$ cat config.mk
export PLATFORM = sky130hd
export DESIGN_NAME = websocket_frame_deframer
export DESIGN_NICKNAME = d
export VERILOG_FILES = /design/src/rtl/core/wsd_pkg.sv /design/src/rtl/core/wsd_parser.sv /design/src/rtl/core/websocket_frame_deframer.sv
export SDC_FILE = /design/constraint.sdc
export NUM_CORES = 1
export LEC_CHECK = 0
export BUFFER_PORTS_ARGS = -buffer_cell sky130_fd_sc_hd__buf_4
export CAP_MARGIN = 15
export CORE_ASPECT_RATIO = 1.2
export CORE_UTILIZATION = 37
export DETAILED_ROUTE_END_ITERATION = 10
export PLACE_DENSITY_LB_ADDON = 0.25
export SLEW_MARGIN = 20
export SYNTH_ARGS = -nofsm -noshare
export SYNTH_HDL_FRONTEND = slang
export SYNTH_SLANG_ARGS = --single-unit
$ cat constraint.sdc
create_clock -name clock -period 10.7 [get_ports clock]
set_input_delay 0.535 -clock clock [delete_from_list [all_inputs] [get_ports clock]]
set_output_delay 0.535 -clock clock [all_outputs]
set_load 0.05 [all_outputs]
$ cat src/rtl/core/wsd_pkg.sv
`timescale 1ns / 1ps
// ----------------------------------------------------------------------------
// wsd_pkg
// Shared types and codes for the websocket frame deframer.
// ----------------------------------------------------------------------------
package wsd_pkg;

   // Result kinds
   localparam logic [1:0] KIND_DATA  = 2'd0;
   localparam logic [1:0] KIND_PING  = 2'd1;
   localparam logic [1:0] KIND_CLOSE = 2'd2;

   // Error codes
   localparam logic [2:0] ERR_NONE      = 3'd0;
   localparam logic [2:0] ERR_FRAG      = 3'd1;
   localparam logic [2:0] ERR_FRAME_BIG = 3'd2;
   localparam logic [2:0] ERR_MSG_BIG   = 3'd3;
   localparam logic [2:0] ERR_OPCODE    = 3'd4;

   // Size limit register
   localparam int unsigned   LEN_W     = 27;
   localparam logic [26:0]   MAX_RESET = 27'd67108864;

   // One parsed result, with a valid flag
   typedef struct packed {
      logic        valid;
      logic [1:0]  kind;
      logic        has_byte;
      logic [7:0]  data_byte;
      logic        last;
      logic [2:0]  error_code;
   } rsp_type;

endpackage

$ cat src/rtl/core/wsd_parser.sv
`timescale 1ns / 1ps
// ----------------------------------------------------------------------------
// wsd_parser
// Frame parse state and its combinational update for one received byte.
// ----------------------------------------------------------------------------
module wsd_parser
   import wsd_pkg::*;
(
   input  logic                clock,
   input  logic                reset,
   input  logic                csr_wr_en,
   input  logic [LEN_W-1:0]    csr_wr_data,
   input  logic                step_en,
   input  logic [7:0]          rx_byte,
   output rsp_type             result,
   output logic                halted
);

   // Parse phases
   localparam logic [2:0] PH_HDR0    = 3'd0;
   localparam logic [2:0] PH_HDR1    = 3'd1;
   localparam logic [2:0] PH_EXTLEN  = 3'd2;
   localparam logic [2:0] PH_KEY     = 3'd3;
   localparam logic [2:0] PH_PAYLOAD = 3'd4;
   localparam logic [2:0] PH_HALT    = 3'd5;

   // Opcodes
   localparam logic [3:0] OP_CONT   = 4'h0;
   localparam logic [3:0] OP_BINARY = 4'h2;
   localparam logic [3:0] OP_CLOSE  = 4'h8;
   localparam logic [3:0] OP_PING   = 4'h9;
   localparam logic [3:0] OP_PONG   = 4'hA;

   localparam logic [6:0] LEN7_EXT16 = 7'd126;
   localparam logic [6:0] LEN7_EXT64 = 7'd127;

   logic [2:0]        phase_ff, phase_in;
   logic              fin_ff, fin_in;
   logic [3:0]        opcode_ff, opcode_in;
   logic              masked_ff, masked_in;
   logic [LEN_W-1:0]  len_ff, len_in;
   logic              len_ovf_ff, len_ovf_in;   // length has bits above 27
   logic [3:0]        cnt_ff, cnt_in;
   logic [31:0]       key_ff, key_in;
   logic [1:0]        pos_ff, pos_in;
   logic              frag_open_ff, frag_open_in;
   logic [LEN_W-1:0]  msg_bytes_ff, msg_bytes_in;
   logic [LEN_W-1:0]  max_ff;

   logic [LEN_W-1:0]  len_cur;
   logic              ovf_cur;
   logic              masked_cur;
   logic              len_done;
   logic              hdr_end;
   logic              too_large;
   logic [LEN_W:0]    msg_sum;
   logic              msg_large;
   logic              is_data_op;
   logic [LEN_W-1:0]  len_dec;
   logic              pay_end;
   logic [7:0]        key_byte;
   logic [7:0]        pay_data;
   rsp_type           res;

   assign halted = (phase_ff == PH_HALT);

   // Key byte for the current mask position, first key byte first
   always_comb begin
      case (pos_ff)
         2'd0:    key_byte = key_ff[31:24];
         2'd1:    key_byte = key_ff[23:16];
         2'd2:    key_byte = key_ff[15:8];
         default: key_byte = key_ff[7:0];
      endcase
   end

   assign pay_data   = rx_byte ^ key_byte;
   assign len_dec    = len_ff - LEN_W'(1);
   assign pay_end    = (len_dec == '0);
   assign is_data_op = (opcode_ff == OP_BINARY) || (opcode_ff == OP_CONT);

   // Header checks on the length as updated by this byte
   assign too_large = ovf_cur || (len_cur > max_ff);
   assign msg_sum   = {1'b0, msg_bytes_ff} + {1'b0, len_cur};
   assign msg_large = msg_sum > {1'b0, max_ff};

   // Next state and result
   always_comb begin
      phase_in     = phase_ff;
      fin_in       = fin_ff;
      opcode_in    = opcode_ff;
      masked_in    = masked_ff;
      len_in       = len_ff;
      len_ovf_in   = len_ovf_ff;
      cnt_in       = cnt_ff;
      key_in       = key_ff;
      pos_in       = pos_ff;
      frag_open_in = frag_open_ff;
      msg_bytes_in = msg_bytes_ff;
      len_cur      = len_ff;
      ovf_cur      = len_ovf_ff;
      masked_cur   = masked_ff;
      len_done     = 1'b0;
      hdr_end      = 1'b0;
      res          = '0;

      case (phase_ff)
         PH_HDR0: begin
            fin_in    = rx_byte[7];
            opcode_in = rx_byte[3:0];
            phase_in  = PH_HDR1;
         end
         PH_HDR1: begin
            masked_cur = rx_byte[7];
            masked_in  = rx_byte[7];
            if ((rx_byte[6:0] == LEN7_EXT16) || (rx_byte[6:0] == LEN7_EXT64)) begin
               cnt_in     = (rx_byte[6:0] == LEN7_EXT16) ? 4'd2 : 4'd8;
               len_in     = '0;
               len_ovf_in = 1'b0;
               phase_in   = PH_EXTLEN;
            end else begin
               len_cur    = LEN_W'(rx_byte[6:0]);
               ovf_cur    = 1'b0;
               len_in     = len_cur;
               len_ovf_in = 1'b0;
               len_done   = 1'b1;
            end
         end
         PH_EXTLEN: begin
            // big-endian shift; bits pushed past 27 only set the overflow flag
            len_cur    = {len_ff[LEN_W-9:0], rx_byte};
            ovf_cur    = len_ovf_ff || (len_ff[LEN_W-1:LEN_W-8] != '0);
            len_in     = len_cur;
            len_ovf_in = ovf_cur;
            cnt_in     = cnt_ff - 4'd1;
            len_done   = (cnt_ff == 4'd1);
         end
         PH_KEY: begin
            key_in  = {key_ff[23:0], rx_byte};
            cnt_in  = cnt_ff - 4'd1;
            hdr_end = (cnt_ff == 4'd1);
         end
         PH_PAYLOAD: begin
            if (len_ff == '0) begin
               phase_in = PH_HDR0;
            end else begin
               pos_in = pos_ff + 2'd1;
               len_in = len_dec;
               if (pay_end) begin
                  phase_in = PH_HDR0;
               end
               res.has_byte  = 1'b1;
               res.data_byte = pay_data;
               if (is_data_op) begin
                  res.valid = 1'b1;
                  res.kind  = KIND_DATA;
                  if (pay_end && fin_ff) begin
                     frag_open_in = 1'b0;
                     msg_bytes_in = '0;
                     res.last     = 1'b1;
                  end
               end else if (opcode_ff == OP_PING) begin
                  res.valid = 1'b1;
                  res.kind  = KIND_PING;
                  res.last  = pay_end;
               end else if (opcode_ff == OP_CLOSE) begin
                  res.valid = 1'b1;
                  res.kind  = KIND_CLOSE;
                  res.last  = pay_end;
                  if (pay_end) begin
                     phase_in = PH_HALT;
                  end
               end
            end
         end
         default: begin
            phase_in = phase_ff;
         end
      endcase

      // Length complete: fetch the key or finish the header
      if (len_done) begin
         key_in = '0;
         if (masked_cur) begin
            cnt_in   = 4'd4;
            phase_in = PH_KEY;
         end else begin
            hdr_end = 1'b1;
         end
      end

      // Header end checks
      if (hdr_end) begin
         pos_in = 2'd0;
         if (too_large) begin
            phase_in       = PH_HALT;
            res.valid      = 1'b1;
            res.last       = 1'b1;
            res.error_code = ERR_FRAME_BIG;
         end else if (is_data_op) begin
            if ((opcode_ff == OP_BINARY) == frag_open_ff) begin
               phase_in       = PH_HALT;
               res.valid      = 1'b1;
               res.last       = 1'b1;
               res.error_code = ERR_FRAG;
            end else if (msg_large) begin
               phase_in       = PH_HALT;
               res.valid      = 1'b1;
               res.last       = 1'b1;
               res.error_code = ERR_MSG_BIG;
            end else begin
               msg_bytes_in = msg_sum[LEN_W-1:0];
               frag_open_in = 1'b1;
               if (len_cur != '0) begin
                  phase_in = PH_PAYLOAD;
               end else begin
                  phase_in = PH_HDR0;
                  if (fin_ff) begin
                     frag_open_in = 1'b0;
                     msg_bytes_in = '0;
                     res.valid    = 1'b1;
                     res.kind     = KIND_DATA;
                     res.last     = 1'b1;
                  end
               end
            end
         end else if ((opcode_ff == OP_PING) || (opcode_ff == OP_PONG)
                      || (opcode_ff == OP_CLOSE)) begin
            if (len_cur != '0) begin
               phase_in = PH_PAYLOAD;
            end else if (opcode_ff == OP_PONG) begin
               phase_in = PH_HDR0;
            end else if (opcode_ff == OP_PING) begin
               phase_in  = PH_HDR0;
               res.valid = 1'b1;
               res.kind  = KIND_PING;
               res.last  = 1'b1;
            end else begin
               phase_in  = PH_HALT;
               res.valid = 1'b1;
               res.kind  = KIND_CLOSE;
               res.last  = 1'b1;
            end
         end else begin
            phase_in       = PH_HALT;
            res.valid      = 1'b1;
            res.last       = 1'b1;
            res.error_code = ERR_OPCODE;
         end
      end
   end

   always_comb begin
      result       = res;
      result.valid = res.valid && step_en;
   end

   // State registers, updated once per processed beat
   always_ff @(posedge clock) begin
      if (reset) begin
         phase_ff     <= PH_HDR0;
         fin_ff       <= 1'b0;
         opcode_ff    <= 4'h0;
         masked_ff    <= 1'b0;
         len_ff       <= '0;
         len_ovf_ff   <= 1'b0;
         cnt_ff       <= 4'd0;
         key_ff       <= '0;
         pos_ff       <= 2'd0;
         frag_open_ff <= 1'b0;
         msg_bytes_ff <= '0;
      end else if (step_en) begin
         phase_ff     <= phase_in;
         fin_ff       <= fin_in;
         opcode_ff    <= opcode_in;
         masked_ff    <= masked_in;
         len_ff       <= len_in;
         len_ovf_ff   <= len_ovf_in;
         cnt_ff       <= cnt_in;
         key_ff       <= key_in;
         pos_ff       <= pos_in;
         frag_open_ff <= frag_open_in;
         msg_bytes_ff <= msg_bytes_in;
      end
   end

   // Size limit register
   always_ff @(posedge clock) begin
      if (reset) begin
         max_ff <= MAX_RESET;
      end else if (csr_wr_en) begin
         max_ff <= csr_wr_data;
      end
   end

endmodule

$ cat src/rtl/core/websocket_frame_deframer.sv
`timescale 1ns / 1ps
// A byte is held in the input register, parsed, and its result beat registered.
// One byte per cycle unless the result stalls; parse state updates once per byte.
// The input register advances whenever the result register is free or being read.
// Reset: synchronous, active high; parser returns to the first header byte,
// the size limit returns to 64 MiB and both register stages are emptied.
// ----------------------------------------------------------------------------
// websocket_frame_deframer
// Byte-serial websocket frame header parser and payload unmasker.
// ----------------------------------------------------------------------------
module websocket_frame_deframer
   import wsd_pkg::*;
(
   input  logic                clock,
   input  logic                reset,
   // size limit register
   input  logic                csr_wr_en,
   input  logic [LEN_W-1:0]    csr_wr_data,
   // received byte stream
   input  logic                req_tvalid,
   output logic                req_tready,
   input  logic [7:0]          req_tdata,    // [7:0] rx_byte
   // parsed result stream
   output logic                rsp_tvalid,
   input  logic                rsp_tready,
   output logic [15:0]         rsp_tdata,    // [7:0] data_byte, [10:8] error_code
   output logic [2:0]          rsp_tuser,    // [1:0] kind, [2] has_byte
   output logic                rsp_tlast     // last
);

   logic        in_valid_ff, in_valid_in;
   logic [7:0]  in_byte_ff;
   logic        rsp_valid_ff, rsp_valid_in;
   rsp_type     rsp_ff;
   rsp_type     parse_res;
   logic        advance;
   logic        step_en;
   logic        parse_halted;

   assign advance    = !rsp_valid_ff || rsp_tready;
   assign step_en    = in_valid_ff && advance;
   assign req_tready = !in_valid_ff || advance;

   // Input register
   always_comb begin
      in_valid_in = in_valid_ff;
      if (req_tvalid && req_tready) begin
         in_valid_in = 1'b1;
      end else if (step_en) begin
         in_valid_in = 1'b0;
      end
   end

   always_ff @(posedge clock) begin
      if (reset) begin
         in_valid_ff <= 1'b0;
      end else begin
         in_valid_ff <= in_valid_in;
      end
   end

   always_ff @(posedge clock) begin
      if (req_tvalid && req_tready) begin
         in_byte_ff <= req_tdata;
      end
   end

   wsd_parser u_parser (
      .clock       (clock),
      .reset       (reset),
      .csr_wr_en   (csr_wr_en),
      .csr_wr_data (csr_wr_data),
      .step_en     (step_en),
      .rx_byte     (in_byte_ff),
      .result      (parse_res),
      .halted      (parse_halted)
   );

   // Result register
   assign rsp_valid_in = advance ? parse_res.valid : rsp_valid_ff;

   always_ff @(posedge clock) begin
      if (reset) begin
         rsp_valid_ff <= 1'b0;
      end else begin
         rsp_valid_ff <= rsp_valid_in;
      end
   end

   always_ff @(posedge clock) begin
      if (advance) begin
         rsp_ff <= parse_res;
      end
   end

   assign rsp_tvalid = rsp_valid_ff;
   assign rsp_tdata  = {5'd0, rsp_ff.error_code, rsp_ff.data_byte};
   assign rsp_tuser  = {rsp_ff.has_byte, rsp_ff.kind};
   assign rsp_tlast  = rsp_ff.last;

`ifndef SYNTHESIS
   // A full input register facing a stalled result must back-pressure
   a_stall_holds_input: assert property (@(posedge clock) disable iff (reset)
      in_valid_ff && rsp_tvalid && !rsp_tready |-> !req_tready)
      else $error("input accepted while pipeline stalled");

   // Once halted, the parser stays halted until reset
   a_halt_sticky: assert property (@(posedge clock) disable iff (reset)
      parse_halted |=> parse_halted)
      else $error("parser left halt without reset");

   // Error beats carry no byte and end the stream
   a_error_shape: assert property (@(posedge clock) disable iff (reset)
      rsp_tvalid && (rsp_tdata[10:8] != ERR_NONE) |-> rsp_tlast && !rsp_tuser[2]
         && (rsp_tuser[1:0] == KIND_DATA))
      else $error("malformed error beat");

   // Beats without a byte carry zero data
   a_bare_zero: assert property (@(posedge clock) disable iff (reset)
      rsp_tvalid && !rsp_tuser[2] |-> (rsp_tdata[7:0] == 8'd0))
      else $error("bare beat carries data");
`endif

endmodule
==> results by group <==
Floorplan
  • Die ar.: 0.0284 mm²
  • I/O pin count: 62
  • Row count: 66
  • Core box area: 0.0272 mm²
  • Chip height: 184 µm
  • Initial Utilization: 0.378
  • Die width: 154 µm

GRT
  • Largest net degree at the start of global routing: 54
  • First-pass GRT wire length: 48.1 mm
  • GRT Overall Usage: 0.216
  • Global route overflow: 0
  • Vias in the first global route: 9077
  • Initial antenna violation count: 0

Place
  • Final HPWL from detailed placement: 21.6 mm
  • IO Port Bufs: 56
  • Dpl cell area: 0.0109 mm²
  • Post-Place Setup Slack: 3.90 ns
  • Final RePlAce weighted congestion: 0.935

CTS
  • Cts hold-fix bufs: 0
  • H-tree Lvls: 4
  • CTS root buffer: clkbuf_16
  • CTS tree: built
  • Sink Count: 155
  • CTS resizes: 0
  • Clock Path Buffers: 2
  • Clk pin slew, worst setup/hold paths: 0.07 ns
  • Worst skew pair latency: 0.45 ns
  • Postcts setup bufs: 0
  • CTS buffer count: 17

STA
  • Worst-margin pin slew: 1.15 ns
  • Max-slew violations: 0
  • Setup ws final: 3.61 ns
  • Clk_skew: 0.0207 ns
  • Hold Fails Final Rpt: 0
  • Post-layout minimum cycle time: 7.09 ns
  • RSZ-0062 raised after global routing: no
  • Tcrit/Tclk final: 0.663
  • Setup violations, final: 0
  • TNS Setup: 0 ns
  • Max_slew headroom: 0.212
  • Fmax: 141 MHz

Outcome
  • Outcome: complete, no violations

Drt
  • First DRT Iteration DRCs: 907
  • DRC violations left: 0
  • Total Wirelength: 29.8 mm
  • Vias post-DR: 9487
  • TritonRoute pass-1 iters: 5
  • Post-route ant nets: 0
  • Via count normalized by instance count: 5.80
  • Wirelength per Cell: 18.2 µm

Yosys
  • Avg Cell Area, Syn: 8.09 µm²
  • Post-Syn Area: 0.0103 mm²
  • Main flop type after synthesis: dfxtp_1
  • Sequential fraction of the synthesis area: 0.325
  • Post-synthesis register bit count: 155
  • Yosys warnings: 0
  • Ys async rst share: 0
  • Netlist cell types: 80
  • Cells after synthesis: 1268
  • Post-synth EDFFs: 23

Worst setup path
  • Worst EP required: 11.03 ns
  • Critical path arrival: 7.42 ns
  • CP max stage delay: 1.04 ns
  • CP cell instances: inv_1 -> o21ai_0 -> a21oi_1 -> o21ai_0 -> inv_1 -> ha_1 -> o211ai_1 -> o211ai_1 -> a21oi_1 -> a2111oi_0 -> o211ai_1 -> a21oi_1 -> xor2_1 -> ha_1 -> and3_1 -> a221o_1 -> a221o_1 -> a21oi_1 -> nand3_1 -> o31a_1 -> buf_4 -> a22o_1
  • Worst-path fanout max: 28
  • CP dominant cell by count: a21oi_1
  • Critical Path Start Type: register
  • CP endpoint kind: register
  • Slowest cell on crit path: a2111oi_0
  • Critical path type: register to register

Finish
  • Diodes inserted: 0
  • Nets@finish: 1413
  • Post-route core utilization: 0.424
  • Area delta synth->final: 12.3%
  • Design Area, Final: 0.0115 mm²
  • Share of layout cells above drive strength 1: 0.0958

Power
  • VDD IR-drop max: 0.0774 mV
  • P_leak: 4.82 nW
  • Power per Cell Area: 136 mW/mm²

Worst hold path
  • Hold Path Class: primary input to register

Job
  • Max_cap viols: 0
-- report_power, final --
group | internal, mW | total (mW) | leakage (nW) | switching [mW]
Clock | 0.381 | 0.665 | 0.315 | 0.284
Sequential | 0.606 | 0.626 | 1.33 | 0.0203
Combinational | 0.0957 | 0.273 | 3.17 | 0.177
-- cells by family after synthesis --
group | Yosys count | share of synthesized area
other | 1 | 0.000365
AOI/OAI and AO/OA | 382 | 0.248
buffers and inverters | 142 | 0.0567
and+or+nand+nor | 430 | 0.197
adders and majority gates | 91 | 0.112
muxes | 29 | 0.0285
xor gates and xnor gates | 38 | 0.0324
DFF | 155 | 0.325
-- path summary, 6_finish.rpt --
| path | slack, ns | cells past startpoint | end | from |
|---|---|---|---|---|
| min | 0.28 | 1 | in_byte_ff[7] | req_tdata[7] |
| max | 3.61 | 22 | u_parser.msg_bytes_ff[8] | u_parser.phase_ff[1] |
| max reg2reg | 3.61 | 22 | u_parser.msg_bytes_ff[8] | u_parser.phase_ff[1] |
| min reg2reg | 0.46 | 2 | u_parser.key_ff[24] | u_parser.key_ff[24] |
-- synthesized netlist by cell type (8+ instances only) --
library cell | instances | area [µm²]
a211oi_1 | 22 | 165
a21o_1 | 20 | 150
a21oi_1 | 119 | 596
a221oi_1 | 10 | 87.6
a222oi_1 | 8 | 80.1
a22o_1 | 33 | 289
a22oi_1 | 9 | 67.6
a31oi_1 | 12 | 75.1
clkbuf_1 | 55 | 206
dfxtp_1 | 132 | 2640
edfxtp_1 | 23 | 691
ha_1 | 90 | 1130
inv_1 | 68 | 255
mux2i_1 | 27 | 270
nand2_1 | 146 | 548
nand2b_1 | 11 | 68.8
nand3_1 | 60 | 300
nand4_1 | 14 | 87.6
nor2_1 | 120 | 450
nor2b_1 | 11 | 68.8
nor3_1 | 21 | 105
o211ai_1 | 11 | 82.6
o21ai_0 | 75 | 375
or3_1 | 10 | 62.6
xnor2_1 | 25 | 219
xor2_1 | 13 | 114
-- routing by layer --
layer,global-route usage,part of all wire,vias up
met1,0.261,0.44,4538
met3,0.0306,0.041,56
li1,-,-,4638
met4,0.0784,0.028,0
met2,0.387,0.50,255
met5,0,0,-
-- sequential cells by signal, indices dropped and copies added, names as in the netlist, 2 cells and up --
signal	cells
u_parser.len_ff	27
u_parser.opcode_ff	4
u_parser.pos_ff	2
in_byte_ff	8
u_parser.cnt_ff	4
u_parser.key_ff	32
u_parser.max_ff	27
u_parser.msg_bytes_ff	27
rsp_tdata	11
u_parser.phase_ff	3
rsp_tuser	3
-- placed cells by master, fill, tap and decap left out, types with 8 or more instances in the layout --
cell,synthesis,routed
ha_1,90,90
a22oi_1,9,9
a221oi_1,10,10
nand2_1,146,145
inv_1,68,68
a21o_1,20,20
nand4_1,14,14
clkbuf_16,0,19
o21ai_0,75,75
xor2_1,13,13
a222oi_1,8,8
a31oi_1,12,11
nor2_1,120,120
nand3_1,60,60
mux2i_1,27,27
edfxtp_1,23,23
o211ai_1,11,11
a211oi_1,22,22
nor3_1,21,20
nand2b_1,11,11
nor2b_1,11,11
dfxtp_1,132,132
a22o_1,33,33
a21oi_1,119,117
buf_4,7,65
or3_1,10,10
xnor2_1,25,25
-- final cells by class --
| class | count | area, µm² |
|---|---|---|
| clock inverters | 13 | 160 |
| multi-input cells | 975 | 6390 |
| repair buffers | 65 | 488 |
| flip-flops and latches | 155 | 3330 |
| clock buffers | 19 | 475 |
| inverters | 68 | 255 |
| well taps | 340 | 425 |
| fillers | 2772 | 15600 |
-- metrics by stage --
stage	hold slack, ns	instances	total power, mW
after global placement	0.438	1603	0.909
final	0.277	1635	1.56
after detailed placement	0.448	1603	0.910
after CTS	0.252	1635	1.58
after floorplan	0.431	1272	0.828
after global routing	0.255	1635	1.64
-- worst max-delay path: cells and delay by family, from the launching register on --
family                     cells  cell delay [ns]
DFF                            1             0.80
AOI/OAI and AO/OA             14             4.29
adders and majority gates      2             0.66
and+or+nand+nor                2             0.39
buffers and inverters          3             0.59
xor gates and xnor gates       1             0.23
(Power assumes the default switching activity.)
